$ cat src/hdl/dmpd_pkg.sv
`timescale 1ns / 1ps
`default_nettype none

package dmpd_pkg;

    localparam int GAIN_W   = 8;
    localparam int SPEED_W  = 16;
    localparam int DRIVE_W  = 16;
    localparam int DUTY_W   = 15;
    localparam int MODE_W   = 3;
    localparam int DIST_W   = 32;
    localparam int CFG_IDX_W = 2;

    // Error is one bit wider than the inputs, the change of error one more
    localparam int ERR_W    = SPEED_W + 1;
    localparam int DIFF_W   = ERR_W + 1;
    localparam int PROD_P_W = ERR_W + GAIN_W + 1;
    localparam int PROD_D_W = DIFF_W + GAIN_W + 1;
    localparam int SUM_W    = PROD_D_W + 2;

    localparam int DRIVE_LIMIT = 32767;

    localparam logic [GAIN_W-1:0] GAIN_P_RESET = GAIN_W'(6);
    localparam logic [GAIN_W-1:0] GAIN_D_RESET = GAIN_W'(5);

    localparam logic [CFG_IDX_W-1:0] REG_GAIN_P = CFG_IDX_W'(0);
    localparam logic [CFG_IDX_W-1:0] REG_GAIN_D = CFG_IDX_W'(1);

    localparam logic [MODE_W-1:0] MODE_MOVE_A = MODE_W'(1);
    localparam logic [MODE_W-1:0] MODE_MOVE_B = MODE_W'(2);

    typedef struct packed {
        logic s1_load;
        logic s2_load;
        logic zero_both;
    } lane_ctrl_t;

endpackage

`default_nettype wire

$ cat src/hdl/dmpd_lane.sv
`timescale 1ns / 1ps
`default_nettype none

module dmpd_lane (
    input  logic                                clk,
    input  logic                                rst_n,
    input  logic [dmpd_pkg::GAIN_W-1:0]         gain_p,
    input  logic [dmpd_pkg::GAIN_W-1:0]         gain_d,
    input  dmpd_pkg::lane_ctrl_t                ctrl,
    input  logic signed [dmpd_pkg::SPEED_W-1:0] speed,
    input  logic signed [dmpd_pkg::SPEED_W-1:0] target,
    output logic signed [dmpd_pkg::DRIVE_W-1:0] drive
);
    import dmpd_pkg::*;

    localparam logic signed [SUM_W-1:0] SAT_HI = SUM_W'(DRIVE_LIMIT);
    localparam logic signed [SUM_W-1:0] SAT_LO = -SUM_W'(DRIVE_LIMIT);

    logic signed [ERR_W-1:0]    prev_err_reg;
    logic signed [ERR_W-1:0]    prev_err_next;
    logic signed [PROD_P_W-1:0] prod_p_reg;
    logic signed [PROD_D_W-1:0] prod_d_reg;
    logic                       zero_reg;
    logic signed [DRIVE_W-1:0]  drive_reg;
    logic signed [DRIVE_W-1:0]  drive_next;

    logic signed [ERR_W-1:0]    err;
    logic signed [DIFF_W-1:0]   diff;
    logic signed [PROD_P_W-1:0] prod_p;
    logic signed [PROD_D_W-1:0] prod_d;
    logic signed [SUM_W-1:0]    sum;

    // Stage 1: error, change of error and the two gain products
    always_comb
    begin
        err    = ERR_W'(target) - ERR_W'(speed);
        diff   = DIFF_W'(err) - DIFF_W'(prev_err_reg);
        prod_p = PROD_P_W'(signed'({1'b0, gain_p})) * PROD_P_W'(err);
        prod_d = PROD_D_W'(signed'({1'b0, gain_d})) * PROD_D_W'(diff);
        // keep the last error when both targets are zero
        prev_err_next = ctrl.zero_both ? prev_err_reg : err;
    end

    always_ff @(posedge clk or negedge rst_n)
    begin
        if (!rst_n)
        begin
            prev_err_reg <= '0;
        end
        else if (ctrl.s1_load)
        begin
            prev_err_reg <= prev_err_next;
        end
    end

    always_ff @(posedge clk)
    begin
        if (ctrl.s1_load)
        begin
            prod_p_reg <= prod_p;
            prod_d_reg <= prod_d;
            zero_reg   <= ctrl.zero_both;
        end
    end

    // Stage 2: accumulate and clamp, or zero the drive when both targets were zero
    always_comb
    begin
        sum = SUM_W'(drive_reg) + SUM_W'(prod_p_reg) + SUM_W'(prod_d_reg);
        if (zero_reg)
        begin
            drive_next = '0;
        end
        else if (sum > SAT_HI)
        begin
            drive_next = SAT_HI[DRIVE_W-1:0];
        end
        else if (sum < SAT_LO)
        begin
            drive_next = SAT_LO[DRIVE_W-1:0];
        end
        else
        begin
            drive_next = sum[DRIVE_W-1:0];
        end
    end

    always_ff @(posedge clk or negedge rst_n)
    begin
        if (!rst_n)
        begin
            drive_reg <= '0;
        end
        else if (ctrl.s2_load)
        begin
            drive_reg <= drive_next;
        end
    end

    assign drive = drive_reg;

endmodule

`default_nettype wire

$ cat src/hdl/dmpd_merge.sv
`timescale 1ns / 1ps
`default_nettype none

module dmpd_merge (
    input  logic                                clk,
    input  logic                                rst_n,
    input  dmpd_pkg::lane_ctrl_t                ctrl,
    input  logic signed [dmpd_pkg::SPEED_W-1:0] speed_left,
    input  logic signed [dmpd_pkg::SPEED_W-1:0] speed_right,
    input  logic [dmpd_pkg::MODE_W-1:0]         car_mode,
    input  logic signed [dmpd_pkg::DRIVE_W-1:0] drive_left,
    input  logic signed [dmpd_pkg::DRIVE_W-1:0] drive_right,
    output logic                                reverse_left,
    output logic [dmpd_pkg::DUTY_W-1:0]         duty_left,
    output logic                                reverse_right,
    output logic [dmpd_pkg::DUTY_W-1:0]         duty_right,
    output logic signed [dmpd_pkg::DIST_W-1:0]  travelled
);
    import dmpd_pkg::*;

    logic signed [SPEED_W:0]   pair_sum;
    logic signed [SPEED_W:0]   pair_half;
    logic signed [SPEED_W-1:0] half_reg;
    logic                      move_reg;
    logic signed [DIST_W-1:0]  dist_reg;
    logic signed [DIST_W-1:0]  dist_next;
    logic signed [DRIVE_W-1:0] mag_left;
    logic signed [DRIVE_W-1:0] mag_right;

    // Halve toward zero: bias negative sums by one before the shift
    always_comb
    begin
        pair_sum  = (SPEED_W+1)'(speed_left) + (SPEED_W+1)'(speed_right);
        pair_half = (pair_sum + (SPEED_W+1)'(pair_sum[SPEED_W])) >>> 1;
    end

    always_ff @(posedge clk)
    begin
        if (ctrl.s1_load)
        begin
            half_reg <= pair_half[SPEED_W-1:0];
            move_reg <= (car_mode == MODE_MOVE_A) || (car_mode == MODE_MOVE_B);
        end
    end

    always_comb
    begin
        dist_next = move_reg ? dist_reg + DIST_W'(half_reg) : dist_reg;
    end

    always_ff @(posedge clk or negedge rst_n)
    begin
        if (!rst_n)
        begin
            dist_reg <= '0;
        end
        else if (ctrl.s2_load)
        begin
            dist_reg <= dist_next;
        end
    end

    // Drives are clamped to +-32767, so the magnitude always fits the duty field
    always_comb
    begin
        mag_left  = drive_left[DRIVE_W-1]  ? -drive_left  : drive_left;
        mag_right = drive_right[DRIVE_W-1] ? -drive_right : drive_right;
    end

    assign reverse_left  = drive_left[DRIVE_W-1];
    assign duty_left     = mag_left[DUTY_W-1:0];
    assign reverse_right = drive_right[DRIVE_W-1];
    assign duty_right    = mag_right[DUTY_W-1:0];
    assign travelled     = dist_reg;

endmodule

`default_nettype wire

$ cat src/hdl/dual_motor_incremental_pd_drive.sv
// Two-wheel incremental PD speed drive.
//
// Input channel (in_valid/in_ready): one control tick per transfer, carrying
// the measured speed and the target of each wheel plus the car mode.
// Output channel (out_valid/out_ready): one result per tick, the direction and
// duty of each wheel and the distance travelled so far.
// Configuration: cfg_we writes cfg_data into gain_p (index 0) or gain_d
// (index 1); other indexes are dropped. Write only while no tick is in flight.
//
// out_valid rises once the tick has passed the product stage and the
// accumulate stage. One tick is taken every cycle while the output is not
// stalled: the wheels run in two lanes, each a product stage followed by an
// accumulate-and-clamp stage that closes the drive loop on its own register,
// and the distance runs alongside in the merging stage.
// When out_ready stays low the held result stays on the outputs, one more tick
// waits in the product stage and then in_ready drops.
// Reset clears drives, last errors and distance, and loads gains 6 and 5.
`timescale 1ns / 1ps
`default_nettype none

module dual_motor_incremental_pd_drive (
    input  logic                                  clk,
    input  logic                                  rst_n,
    input  logic                                  cfg_we,
    input  logic [dmpd_pkg::CFG_IDX_W-1:0]        cfg_index,
    input  logic [dmpd_pkg::GAIN_W-1:0]           cfg_data,
    input  logic                                  in_valid,
    output logic                                  in_ready,
    input  logic signed [dmpd_pkg::SPEED_W-1:0]   speed_left,
    input  logic signed [dmpd_pkg::SPEED_W-1:0]   speed_right,
    input  logic signed [dmpd_pkg::SPEED_W-1:0]   target_left,
    input  logic signed [dmpd_pkg::SPEED_W-1:0]   target_right,
    input  logic [dmpd_pkg::MODE_W-1:0]           car_mode,
    output logic                                  out_valid,
    input  logic                                  out_ready,
    output logic                                  reverse_left,
    output logic [dmpd_pkg::DUTY_W-1:0]           duty_left,
    output logic                                  reverse_right,
    output logic [dmpd_pkg::DUTY_W-1:0]           duty_right,
    output logic signed [dmpd_pkg::DIST_W-1:0]    travelled
);
    import dmpd_pkg::*;

    logic [GAIN_W-1:0] gain_p_reg;
    logic [GAIN_W-1:0] gain_d_reg;
    logic              s1_valid_reg;
    logic              s2_valid_reg;
    logic              s2_load;
    logic              s1_load;
    lane_ctrl_t        ctrl;
    logic signed [DRIVE_W-1:0] drive_left;
    logic signed [DRIVE_W-1:0] drive_right;

    always_ff @(posedge clk or negedge rst_n)
    begin
        if (!rst_n)
        begin
            gain_p_reg <= GAIN_P_RESET;
            gain_d_reg <= GAIN_D_RESET;
        end
        else if (cfg_we)
        begin
            unique case (cfg_index)
                REG_GAIN_P: gain_p_reg <= cfg_data;
                REG_GAIN_D: gain_d_reg <= cfg_data;
                default: ;
            endcase
        end
    end

    // Advance stage 2 when stage 1 holds a tick and the output is empty or being taken
    assign s2_load  = s1_valid_reg && (!s2_valid_reg || out_ready);
    assign in_ready = !s1_valid_reg || s2_load;
    assign s1_load  = in_valid && in_ready;

    always_ff @(posedge clk or negedge rst_n)
    begin
        if (!rst_n)
        begin
            s1_valid_reg <= 1'b0;
            s2_valid_reg <= 1'b0;
        end
        else
        begin
            if (in_ready)
            begin
                s1_valid_reg <= in_valid;
            end
            if (s2_load)
            begin
                s2_valid_reg <= 1'b1;
            end
            else if (out_ready)
            begin
                s2_valid_reg <= 1'b0;
            end
        end
    end

    always_comb
    begin
        ctrl.s1_load   = s1_load;
        ctrl.s2_load   = s2_load;
        ctrl.zero_both = (target_left == '0) && (target_right == '0);
    end

    dmpd_lane u_lane_left (
        .clk    (clk),
        .rst_n  (rst_n),
        .gain_p (gain_p_reg),
        .gain_d (gain_d_reg),
        .ctrl   (ctrl),
        .speed  (speed_left),
        .target (target_left),
        .drive  (drive_left)
    );

    dmpd_lane u_lane_right (
        .clk    (clk),
        .rst_n  (rst_n),
        .gain_p (gain_p_reg),
        .gain_d (gain_d_reg),
        .ctrl   (ctrl),
        .speed  (speed_right),
        .target (target_right),
        .drive  (drive_right)
    );

    dmpd_merge u_merge (
        .clk           (clk),
        .rst_n         (rst_n),
        .ctrl          (ctrl),
        .speed_left    (speed_left),
        .speed_right   (speed_right),
        .car_mode      (car_mode),
        .drive_left    (drive_left),
        .drive_right   (drive_right),
        .reverse_left  (reverse_left),
        .duty_left     (duty_left),
        .reverse_right (reverse_right),
        .duty_right    (duty_right),
        .travelled     (travelled)
    );

    assign out_valid = s2_valid_reg;

endmodule

`default_nettype wire

$ cat config.mk
export PLATFORM = sky130hd
export DESIGN_NAME = dual_motor_incremental_pd_drive
export DESIGN_NICKNAME = d
export VERILOG_FILES = /design/src/hdl/dmpd_pkg.sv /design/src/hdl/dmpd_lane.sv /design/src/hdl/dmpd_merge.sv /design/src/hdl/dual_motor_incremental_pd_drive.sv
export SDC_FILE = /design/constraint.sdc
export NUM_CORES = 2
export LEC_CHECK = 0
export ABC_AREA = 1
export ABC_CLOCK_PERIOD_IN_PS = 9400
export BUFFER_PORTS_ARGS = -buffer_cell sky130_fd_sc_hd__buf_2
export CAP_MARGIN = 10
export CORE_MARGIN = 2
export CORE_UTILIZATION = 45
export DETAILED_ROUTE_END_ITERATION = 16
export GPL_ROUTABILITY_DRIVEN = 0
export GPL_TIMING_DRIVEN = 0
export SETUP_SLACK_MARGIN = 0.2
export SYNTH_ARGS = -nofsm -noshare
export SYNTH_HDL_FRONTEND = slang
export SYNTH_SLANG_ARGS = --single-unit
$ cat constraint.sdc
create_clock -name clk -period 9.4 [get_ports clk]
set_clock_uncertainty 0.1 [all_clocks]
set_input_delay 0 -clock clk [delete_from_list [all_inputs] [get_ports clk]]
set_output_delay 0 -clock clk [all_outputs]
set_load 0.05 [all_outputs]
==> run summary <==
Status -> finished with violations
Largest net degree at the start of global routing -> 69
Final worst path period need -> 8520 ps
Drt pass-1 iters -> 14
Slew headroom -> 0.245
Clock buffer count from CTS -> 34
Initial antenna violation count -> 3
Register bit count reported by yosys -> 240
RSZ-0062 raised after global routing -> no
Total gr overflow -> 0
Max Fclk -> 117 MHz
Vias in the first global route -> 33,800
Port bufs -> 147
Total track usage -> 0.262
R2r setup slk -> 2210 ps
WL per Instance -> 17.4 um
Worst Hold End -> u_merge.half_reg[14]
Synth warnings -> 0
Startpoint Class -> input port
Violated checks -> design-rule violations
DRT antenna net count -> 0
Cell area after synthesis -> 40,200 um2
First-pass GRT wire length -> 186,000 um
HPWL after DPL -> 100,000 um
Die Wd -> 303 um
Final Max Slew Viols -> 0
Worst Hold Class -> input port to register
Dpl cells -> 6,638
Top Layer Used -> met4
Hold Crit Start -> speed_right[15]
# fillers -> 8,842
Die area -> 91,800 um2
Clock Path Buffers -> 3
Hold Slack -> 28.7 ps
Met1 wire length -> 52,300 um
WHS Path Cells -> 5
RR Endpoint -> u_lane_left.prod_d_reg[23]
Clock slew at reported path FFs -> 60 ps
Row count -> 109
Ys async rst share -> 0.483
Synth unique cells -> 56
Met3 wire length -> 8950 um
Mean area per synthesized cell -> 7.56 um2
Via count -> 34,600
Worst reg-to-reg path cell count -> 28
H-Tree Depth -> 2
Share of layout cells above drive strength 1 -> 0.0613
Top_reg_cell synth -> edfxtp_1
Setup crit end kind -> register
Final setup vio count -> 0
Max-cap viol count -> 0
Least-Margin Pin Slew -> 1130 ps
Ports -> 148
Slowest cell on the critical path -> fa_1
1st-iter DRT viols -> 2,531
Nets -> 6,510
Aggregate routed wire length -> 117,000 um
Synthesized netlist cell count -> 5,324
Final hold vios -> 0
Setup_tns -> 0 ps
Worst Slack Setup Final -> 879 ps
Max reg flops -> 32
Worst EP arrival -> 8730 ps
Core Region -> 88,500 um2
Data required, critical path -> 9610 ps
Syn nets -> 6,294
Chip height -> 303 um
Initial Util -> 0.455
# DRC -> 6
Worst-skew pair later-pin latency -> 570 ps
Kind of critical path -> input port to register
WL met2 -> 51,600 um
Vias/cell -> 5.14
Post-synth EDFFs -> 124
Seq/Total Area, Yosys -> 0.165
Post-Place Worst Slack -> 480 ps
CP Max Fanout -> 7
Multi-input gate area -> 28,800 um2
CP peak stage delay -> 570 ps
Area grow syn2layout -> 9.21%
Clock root cell -> clkbuf_16
Sink Count -> 240
Worst path most repeated cell -> nand2_1
CTS tree -> yes
Worst r2r src -> u_lane_left.prev_err_reg[0]
Register area -> 6630 um2
Final Cycle Share -> 0.906
Post-Layout Cell Count -> 6,734
[logic make-up after synthesis]
logic type,after synthesis,synth area share
flip-flops,240,0.165
AND/OR/NAND/NOR,2182,0.227
buffers and inverters,1267,0.119
AO/OA/AOI/OAI,509,0.0699
XOR/XNOR,238,0.0522
adder cells (fa/ha/maj),888,0.367
[layout make-up]
class / instances / share of cell area
multi-input cells: 3817 / 0.656
flip-flops and latches: 240 / 0.151
inverters: 1183 / 0.101
well taps: 1165 / 0.0332
repair buffers: 180 / 0.0260
clock buffers: 45 / 0.0220
plain buffers: 84 / 0.00806
clock inverters: 17 / 0.00251
diodes: 3 / 0.000171
[how the worst max path moves through the flow]
stage | from | end | cells past startpoint
floorplan | target_left[0] | u_lane_left.prod_d_reg[23] | 43
global placement | speed_right[0] | u_lane_right.prod_d_reg[25] | 44
detailed placement | speed_right[0] | u_lane_right.prod_d_reg[25] | 44
CTS | speed_right[0] | u_lane_right.prod_d_reg[25] | 45
global route | speed_right[0] | u_lane_right.prod_d_reg[25] | 45
finish | speed_right[0] | u_lane_right.prod_d_reg[25] | 45
[synthesized netlist by cell type, drive strengths merged, types with 47 or more instances]
library cell | number | area (um2)
a21oi | 231 | 1170
nand4 | 61 | 388
nand2 | 1240 | 4700
xor2 | 144 | 1280
nor3 | 47 | 260
ha | 399 | 4990
inv | 1177 | 4420
edfxtp | 124 | 3720
fa | 489 | 9790
dfrtp | 112 | 2800
nand3 | 208 | 1110
clkbuf | 78 | 302
nor2 | 535 | 2070
xnor2 | 94 | 823
or2 | 50 | 313
o21ai | 185 | 933
[critical path, delay by kind of cell]
kind / cells / cell delay [ps]
buffers and inverters: 10 / 1380
AOI/OAI and AO/OA: 6 / 810
adders and majority gates: 8 / 3480
xor gates and xnor gates: 1 / 160
and+or+nand+nor: 20 / 2890
[layout by cell type (no fill, tap or decap), types with 82 or more instances in the layout]
cell type / count
xnor2_1: 94
fa_1: 489
a21oi_1: 228
nand2_1: 1227
xor2_1: 142
ha_1: 399
clkbuf_1: 82
edfxtp_1: 124
dfrtp_1: 112
inv_1: 1167
nor2_1: 517
o21ai_0: 172
buf_2: 146
nand3_1: 194
[per-layer routing]
| metal | GRT usage | up-vias |
|---|---|---|
| met5 | 0 | - |
| li1 | - | 16800 |
| met3 | 0.0489 | 203 |
| met4 | 0.0917 | 0 |
| met1 | 0.364 | 16600 |
| met2 | 0.409 | 1001 |
[timing repair]
action	4_1_cts	5_1_grt
hold endpoints to repair	135	0
endpoints found under the setup margin	0	3
resized for setup	0	4
hold buffers	30	0
buffers inserted	0	0
[through the flow]
| step | utilization | area [um2] |
|---|---|---|
| floorplan | - | 40200 |
| global placement | 0.479 | 42400 |
| detailed placement | 0.480 | 42500 |
| CTS | 0.496 | 43900 |
| global route | 0.496 | 43900 |
| finish | 0.496 | 43900 |
Power is left out: the tool's default activity adds up to more than one toggle a clock period on the data nets, which glitch-free logic cannot reach.
